$ cat src/rtl/core/mhhd_pkg.sv
`timescale 1ns / 1ps
// ============================================================================
// mhhd_pkg
// Shared types and constants for the mecanum heading hold drive.
// ============================================================================
package mhhd_pkg;

    localparam int CFG_DATA_W = 24;
    localparam int CFG_IDX_W  = 3;

    typedef enum logic [CFG_IDX_W-1:0] {
        REG_P_GAIN           = 3'd0,
        REG_MAX_COMMAND      = 3'd1,
        REG_MIN_COMMAND      = 3'd2,
        REG_HEADING_DEADBAND = 3'd3,
        REG_ROTATE_DEADBAND  = 3'd4,
        REG_HOLD_ENABLE      = 3'd5,
        REG_TRACK_ENABLE     = 3'd6,
        REG_TRACK_ANGLE      = 3'd7
    } t_cfg_index;

    // 1/sqrt2 in Q0.16
    localparam logic signed [17:0] INV_SQRT2_Q16 = 18'sd46341;

    typedef struct packed {
        logic signed [15:0] stick_x;
        logic signed [15:0] stick_y;
        logic signed [15:0] stick_rotate;
        logic signed [23:0] heading;
    } t_in_word;

    typedef struct packed {
        logic signed [15:0] fl_drive;
        logic signed [15:0] fr_drive;
        logic signed [15:0] rl_drive;
        logic signed [15:0] rr_drive;
        logic               target_met;
        logic               gyro_zero;
    } t_out_word;

    typedef struct packed {
        logic [15:0]        p_gain;
        logic [14:0]        max_command;
        logic [14:0]        min_command;
        logic [15:0]        heading_deadband;
        logic [14:0]        rotate_deadband;
        logic               hold_enable;
        logic               track_enable;
        logic signed [23:0] track_angle;
    } t_cfg;

    typedef struct packed {
        logic               hold_armed;
        logic signed [23:0] hold_heading;
        logic signed [15:0] prev_rotate;
        logic               met_flag;
    } t_hold_state;

    typedef struct packed {
        t_hold_state        next_state;
        logic signed [15:0] rotate;
        logic               zero_req;
    } t_rot_result;

endpackage

$ cat src/rtl/core/mecanum_heading_hold_drive.sv
`timescale 1ns / 1ps
// ============================================================================
// mecanum_heading_hold_drive
// Mecanum wheel mixer with proportional heading hold / heading tracking.
// ============================================================================
// One word is accepted per clock and one result word leaves per clock when the
// output side keeps ready high. A word lands in the input register, and the hold
// logic, P controller and wheel mixer run in a single pass from there into the
// result register, which drives o_out_valid and o_out_word.
// Hold state (armed flag, captured heading, last applied rotation, target met)
// updates as each word leaves the input register, so consecutive words chain
// correctly. Configuration writes take effect at once; write only when idle.
module mecanum_heading_hold_drive
    import mhhd_pkg::*;
(
    input  logic                  i_clk,
    input  logic                  i_rst_n,
    input  logic                  i_in_valid,
    output logic                  o_in_ready,
    input  t_in_word              i_in_word,
    output logic                  o_out_valid,
    input  logic                  i_out_ready,
    output t_out_word             o_out_word,
    input  logic                  i_cfg_we,
    input  logic [CFG_IDX_W-1:0]  i_cfg_index,
    input  logic [CFG_DATA_W-1:0] i_cfg_data
);

    t_cfg        r_cfg;
    t_hold_state r_state;
    logic        r_in_valid;
    t_in_word    r_in_word;
    logic        r_out_valid;
    t_out_word   r_out_word;
    t_out_word   n_out_word;
    t_rot_result s_rot;
    logic        s_out_free;
    logic        s_advance;

    assign s_out_free  = !r_out_valid || i_out_ready;
    assign s_advance   = r_in_valid && s_out_free;
    assign o_in_ready  = !r_in_valid || s_out_free;
    assign o_out_valid = r_out_valid;
    assign o_out_word  = r_out_word;

    mhhd_heading u_heading (
        .i_cfg          (r_cfg),
        .i_state        (r_state),
        .i_stick_rotate (r_in_word.stick_rotate),
        .i_heading      (r_in_word.heading),
        .o_result       (s_rot)
    );

    mhhd_mix u_mix (
        .i_stick_x  (r_in_word.stick_x),
        .i_stick_y  (r_in_word.stick_y),
        .i_rotate   (s_rot.rotate),
        .o_fl_drive (n_out_word.fl_drive),
        .o_fr_drive (n_out_word.fr_drive),
        .o_rl_drive (n_out_word.rl_drive),
        .o_rr_drive (n_out_word.rr_drive)
    );

    assign n_out_word.target_met = s_rot.next_state.met_flag;
    assign n_out_word.gyro_zero  = s_rot.zero_req;

    always_ff @(posedge i_clk) begin
        if (!i_rst_n) begin
            r_in_valid  <= 1'b0;
            r_out_valid <= 1'b0;
        end else begin
            if (o_in_ready) begin
                r_in_valid <= i_in_valid;
            end
            if (s_out_free) begin
                r_out_valid <= r_in_valid;
            end
        end
    end

    always_ff @(posedge i_clk) begin
        if (o_in_ready && i_in_valid) begin
            r_in_word <= i_in_word;
        end
        if (s_advance) begin
            r_out_word <= n_out_word;
        end
    end

    always_ff @(posedge i_clk) begin
        if (!i_rst_n) begin
            r_cfg.p_gain           <= 16'd256;
            r_cfg.max_command      <= 15'd16384;
            r_cfg.min_command      <= 15'd3277;
            r_cfg.heading_deadband <= 16'd128;
            r_cfg.rotate_deadband  <= 15'd1638;
            r_cfg.hold_enable      <= 1'b0;
            r_cfg.track_enable     <= 1'b0;
            r_cfg.track_angle      <= '0;
            r_state.hold_armed     <= 1'b0;
            r_state.hold_heading   <= '0;
            r_state.prev_rotate    <= '0;
            r_state.met_flag       <= 1'b1;
        end else begin
            if (s_advance) begin
                r_state <= s_rot.next_state;
            end
            if (i_cfg_we) begin
                case (t_cfg_index'(i_cfg_index))
                    REG_P_GAIN:           r_cfg.p_gain           <= i_cfg_data[15:0];
                    REG_MAX_COMMAND:      r_cfg.max_command      <= i_cfg_data[14:0];
                    REG_MIN_COMMAND:      r_cfg.min_command      <= i_cfg_data[14:0];
                    REG_HEADING_DEADBAND: r_cfg.heading_deadband <= i_cfg_data[15:0];
                    REG_ROTATE_DEADBAND:  r_cfg.rotate_deadband  <= i_cfg_data[14:0];
                    REG_HOLD_ENABLE:      r_cfg.hold_enable      <= i_cfg_data[0];
                    REG_TRACK_ENABLE:     r_cfg.track_enable     <= i_cfg_data[0];
                    REG_TRACK_ANGLE: begin
                        r_cfg.track_angle <= i_cfg_data[23:0];
                        r_state.met_flag  <= 1'b0;
                    end
                    default: ;
                endcase
            end
        end
    end

endmodule

$ cat src/rtl/core/mhhd_heading.sv
`timescale 1ns / 1ps
// ============================================================================
// mhhd_heading
// Hold arm/disarm tracking and proportional heading controller; picks the
// rotation applied this tick and the next hold state.
// ============================================================================
module mhhd_heading
    import mhhd_pkg::*;
(
    input  t_cfg               i_cfg,
    input  t_hold_state        i_state,
    input  logic signed [15:0] i_stick_rotate,
    input  logic signed [23:0] i_heading,
    output t_rot_result        o_result
);

    logic [16:0]        s_rot_abs;
    logic [16:0]        s_prev_abs;
    logic               s_rot_out;
    logic               s_prev_out;
    logic               s_armed;
    logic signed [23:0] s_hold_hdg;
    logic signed [24:0] s_err;
    logic [24:0]        s_err_abs;
    logic               s_p_active;
    logic               s_inside;
    logic signed [41:0] s_prod;
    logic signed [41:0] s_cmd_full;
    logic signed [41:0] s_mx;
    logic signed [41:0] s_mn;
    logic signed [15:0] s_cmd;

    assign s_rot_abs  = i_stick_rotate[15] ? 17'(-18'(i_stick_rotate)) : 17'(i_stick_rotate);
    assign s_prev_abs = i_state.prev_rotate[15] ? 17'(-18'(i_state.prev_rotate))
                                                : 17'(i_state.prev_rotate);
    assign s_rot_out  = s_rot_abs  > {2'b00, i_cfg.rotate_deadband};
    assign s_prev_out = s_prev_abs > {2'b00, i_cfg.rotate_deadband};

    always_comb begin
        s_armed    = i_state.hold_armed;
        s_hold_hdg = i_state.hold_heading;
        if (s_rot_out) begin
            if (!s_prev_out) begin
                s_armed = 1'b0;
            end
        end else if (s_prev_out) begin
            s_armed    = 1'b1;
            s_hold_hdg = i_heading;
        end
    end

    always_comb begin
        if (i_cfg.track_enable) begin
            s_err = 25'(i_heading) - 25'(i_cfg.track_angle);
        end else if (s_armed) begin
            s_err = 25'(i_heading) - 25'(s_hold_hdg);
        end else begin
            s_err = '0;
        end
    end

    assign s_err_abs  = s_err[24] ? 25'(-s_err) : 25'(s_err);
    assign s_inside   = s_err_abs < {9'd0, i_cfg.heading_deadband};
    assign s_p_active = i_cfg.track_enable || (s_armed && i_cfg.hold_enable);

    assign s_prod     = 42'(s_err) * $signed({26'd0, i_cfg.p_gain});
    assign s_cmd_full = (s_prod + 42'sd128) >>> 8;
    assign s_mx       = $signed({27'd0, i_cfg.max_command});
    assign s_mn       = $signed({27'd0, i_cfg.min_command});

    always_comb begin
        if (s_inside) begin
            s_cmd = '0;
        end else if (s_cmd_full > s_mx) begin
            s_cmd = 16'(s_mx);
        end else if (s_cmd_full < s_mn && s_cmd_full > 42'sd0) begin
            s_cmd = 16'(s_mn);
        end else if (s_cmd_full > -s_mn && s_cmd_full < 42'sd0) begin
            s_cmd = 16'(-s_mn);
        end else if (s_cmd_full < -s_mx) begin
            s_cmd = 16'(-s_mx);
        end else begin
            s_cmd = 16'(s_cmd_full);
        end
    end

    always_comb begin
        o_result.zero_req                = s_rot_out;
        o_result.next_state.hold_armed   = s_armed;
        o_result.next_state.hold_heading = s_hold_hdg;
        o_result.next_state.met_flag     = s_p_active ? s_inside : i_state.met_flag;
        o_result.rotate                  = s_p_active ? s_cmd : i_stick_rotate;
        o_result.next_state.prev_rotate  = o_result.rotate;
    end

endmodule

$ cat src/rtl/core/mhhd_mix.sv
`timescale 1ns / 1ps
// ============================================================================
// mhhd_mix
// Mecanum wheel mixing: rotated translation plus/minus rotation, saturated.
// ============================================================================
module mhhd_mix
    import mhhd_pkg::*;
(
    input  logic signed [15:0] i_stick_x,
    input  logic signed [15:0] i_stick_y,
    input  logic signed [15:0] i_rotate,
    output logic signed [15:0] o_fl_drive,
    output logic signed [15:0] o_fr_drive,
    output logic signed [15:0] o_rl_drive,
    output logic signed [15:0] o_rr_drive
);

    logic signed [17:0] s_xmy;
    logic signed [17:0] s_nxpy;
    logic signed [35:0] s_prod_a;
    logic signed [35:0] s_prod_b;
    logic signed [35:0] s_a_full;
    logic signed [35:0] s_b_full;
    logic signed [18:0] s_a;
    logic signed [18:0] s_b;
    logic signed [18:0] s_rot;

    function automatic logic signed [15:0] sat16(input logic signed [18:0] v);
        if (v > 19'sd32767) begin
            return 16'sh7FFF;
        end else if (v < -19'sd32768) begin
            return 16'sh8000;
        end
        return 16'(v);
    endfunction

    assign s_xmy    = 18'(i_stick_x) - 18'(i_stick_y);
    assign s_nxpy   = -(18'(i_stick_x) + 18'(i_stick_y));
    assign s_prod_a = 36'(s_xmy) * 36'(INV_SQRT2_Q16);
    assign s_prod_b = 36'(s_nxpy) * 36'(INV_SQRT2_Q16);
    assign s_a_full = (s_prod_a + 36'sd32768) >>> 16;
    assign s_b_full = (s_prod_b + 36'sd32768) >>> 16;
    assign s_a      = 19'(s_a_full);
    assign s_b      = 19'(s_b_full);
    assign s_rot    = 19'(i_rotate);

    assign o_fl_drive = sat16(s_a + s_rot);
    assign o_fr_drive = sat16(s_b - s_rot);
    assign o_rl_drive = sat16(s_b + s_rot);
    assign o_rr_drive = sat16(s_a - s_rot);

endmodule

$ cat config.mk
export PLATFORM = sky130hd
export DESIGN_NAME = mecanum_heading_hold_drive
export DESIGN_NICKNAME = d
export VERILOG_FILES = /design/src/rtl/core/mhhd_pkg.sv /design/src/rtl/core/mecanum_heading_hold_drive.sv /design/src/rtl/core/mhhd_heading.sv /design/src/rtl/core/mhhd_mix.sv
export SDC_FILE = /design/constraint.sdc
export NUM_CORES = 2
export LEC_CHECK = 0
export ABC_AREA = 1
export BUFFER_PORTS_ARGS = -buffer_cell sky130_fd_sc_hd__buf_2
export CAP_MARGIN = 20
export CORE_ASPECT_RATIO = 0.8
export CORE_MARGIN = 1.5
export CORE_UTILIZATION = 55
export CTS_BUF_LIST = sky130_fd_sc_hd__clkbuf_4
export DETAILED_ROUTE_END_ITERATION = 8
export HOLD_SLACK_MARGIN = 0.08
export PLACE_DENSITY_LB_ADDON = 0.1
export SYNTH_ARGS = -nofsm -noshare
export SYNTH_HDL_FRONTEND = slang
export SYNTH_SLANG_ARGS = --single-unit
$ cat constraint.sdc
create_clock -name i_clk -period 17.12 [get_ports i_clk]
set_input_delay 0.856 -clock i_clk [delete_from_list [all_inputs] [get_ports i_clk]]
set_output_delay 0.856 -clock i_clk [all_outputs]
set_load 0.005 [all_outputs]
==> results.ini <==
[timing]
slew_headroom_pct = 27.8
period_needed_ns = 16.62
finalHoldViolCount = 0
skew_ns = 0.0998
setup_viol = 0
max_freq_mhz = 60.2
worstMarginPinSlew_ns = 1.08
fin_crit_sh_pct = 97.1
worst_slack_ns = 0.499
drv_slew = 0

[clock_tree]
cts_buffer_depth = 3
cts_tree = yes
clockRootBuffer = clkbuf_4
htree_num_levels = 3
clk_pin_slew_ns = 0.07
clock_latency_ns = 0.92
cts_buffers = 79
cts_num_sinks = 285

[grt]
grt_pass1_vias = 39500
grt_max_degree = 83
antenna_found_initial = 7
grt.overflow.total = 0
grt_usage_pct = 31.3
gr-usage-met2_pct = 43.5
met1_usage_pct = 49.9
busiest_layer = met1
met3_usage_pct = 6.29
grt_first_pass_wirelength_um = 221000

[logic_synthesis]
synth_area_leader_cell = fa_1
synthSimpleGateAreaFrac_pct = 16.8
synth_seq_cells = 285
synth_mux_area_share_pct = 0.430
synth_top_flop_cell = dfxtp_1
synth_compound_area_share_pct = 10.7
synthesis.nets = 7574
synth_edf_count = 138
synth_cell_types = 68
yosys_warnings = 0
syn_inst = 6176
synthArstFlopShare_pct = 0
synth_top_area_share_pct = 23.4
synth.avg_cell_area_sq_um = 7.92
netlist_area_sq_um = 48900
ys_seq_area_share_pct = 14.5
synth_fa_ha_area_share_pct = 41.9
synth-xor-area-share_pct = 4.05
synth_area_leaders = fa_1, ha_1, inv_1
synth_top_family_by_area = adder cells

[run_status]
status = completed

[route]
dr.pass1.iters = 7
wl_per_cell_um = 18.8
detail-route-antenna-nets = 0
via_per_inst = 5.43
routed_wl_um = 146000
drc = 0
route.vias.total = 42000
drtIter0Drc = 3555

[setup_path]
critPathCaptureType = register
critPathArrivalTime_ns = 17.26
required_ns = 17.76
worst-setup-path-type = register to register
r2r_start = r_state[2]
cp_common_cell = nand2_1
worstPathMaxFanout = 8
crit_start = r_state[2]
critPathBufInv = 16
start_kind = register
slowest_delay_ns = 0.65
cpMaxStageDelayCell = fa_2
cp_top_family = adder cells

[cells_and_area]
final_nets = 7894
area_delta_synth_final_pct = 11.8
final_util_pct = 62.3
fill_cells = 8015
drive_above_1_share_pct = 12.7

[min_path]
hold_path.class = input pin to register
hold_path.startpoint = i_in_word[29]

[floorplan]
die_y_um = 270
chipWidth_um = 336
rows = 97
die-area_sq_um = 90700
ios = 172
core_area_sq_um = 87700
initial_core_util_pct = 55.7

[job]
drv_cap = 0

[placement]
hpwl_um = 119000
place.gp.congestion = 1.01
dp_slack_ns = 0.147
port_buffers = 171

timing repair:
item,4_1_cts,5_1_grt
gates resized for setup,0,325
hold buffers,14,0
setup buffers,0,57
setup endpoints to repair,0,64
hold endpoints to repair,14,0
stage by stage:
step           hold slack, ns  TNS, ns  instances  area (sq um)
2_1_floorplan           0.435        0       6176         48900
3_3_place_gp            0.448        0       7524         51600
3_5_place_dp            0.454        0       7524         51600
4_1_cts                0.0832        0       7679         52700
5_1_grt                 0.108   -10.91       7747         54600
6_report                0.161        0       7747         54600
cells in the final DEF (no fill, tap or decap), drive strengths merged, types with 6 or more instances in the layout:
cell	Yosys	layout
inv	1339	1333
nand2	985	986
ha	722	722
fa	572	572
nor2	565	565
a21oi	461	461
buf	27	351
o21ai	262	262
nand3	200	202
xor2	188	188
dfxtp	147	147
edfxtp	138	138
clkbuf	107	114
o211ai	56	58
nor3	54	54
o21bai	51	51
nand4	50	50
clkinv	20	41
xnor2	38	38
nand3b	29	29
a31oi	22	22
mux2i	21	21
or2	17	17
a21o	15	15
clkinvlp	0	15
nor4	15	15
dlygate4sd3	0	14
o21a	12	12
a211oi	12	12
o221ai	10	10
a21boi	6	6
o31ai	6	6
routing by layer:
layer  routed length (um)  vias to the layer above
met5                    0                        -
met4                 2380                        0
met3                13300                      186
met2                58300                     1541
met1                71600                    20100
li1                     -                    20200
synthesized netlist by cell type, types with 51 or more instances:
| master | count |
|---|---|
| inv_1 | 1320 |
| nand2_1 | 949 |
| ha_1 | 722 |
| fa_1 | 572 |
| nor2_1 | 540 |
| a21oi_1 | 460 |
| o21ai_0 | 240 |
| xor2_1 | 188 |
| nand3_1 | 186 |
| dfxtp_1 | 147 |
| edfxtp_1 | 138 |
| clkbuf_1 | 107 |
| o211ai_1 | 52 |
| o21bai_1 | 51 |
path summary, 6_finish.rpt:
path / endpoint / slack [ns] / depth (start not counted)
worst max-delay path: o_out_word[8] / 0.50 / 91
worst max register to register: o_out_word[8] / 0.50 / 91
worst min register to register: r_cfg[55] / 0.46 / 2
worst min-delay path: r_in_word[29] / 0.16 / 1
cells by family (layout without fill, tap and decap cells):
group / after synthesis / after routing
AO/OA/AOI/OAI: 930 / 932
XOR/XNOR: 226 / 226
adder cells (fa/ha/maj): 1294 / 1294
buffers and inverters: 1493 / 1868
flip-flops: 285 / 285
multiplexers: 21 / 21
other: 0 / 3
AND/OR/NAND/NOR: 1927 / 1930
state kept, by name (all words and copies together), names as in the netlist:
register / count
r_in_word: 72
o_out_valid: 1
r_in_valid: 1
r_state: 42
o_out_word: 66
r_cfg: 103
cell type report:
cell class	count	area, sq um	area share, %
Sequential cell	285	7090	13.0
Clock inverter	29	135	0.247
Timing Repair Buffer	367	2520	4.61
Tap cell	1188	1490	2.72
Clock buffer	112	841	1.54
Inverter	1359	5150	9.42
Timing Repair inverter	1	5.00	0.00916
Multi-Input combinational cell	4403	37400	68.5
Antenna cell	3	7.51	0.0137
worst reg2reg max path, delay by kind of cell (launching register included):
family	cells	cell delay (ns)
buffers and inverters	16	2.03
xor gates and xnor gates	1	0.18
DFF	1	0.32
adders and majority gates	12	5.16
and+or+nand+nor	31	3.66
muxes	1	0.16
AOI/OAI and AO/OA	30	4.87
Power is left out: the tool's default activity adds up to more than one toggle a clock period on the data nets, which glitch-free logic cannot reach.
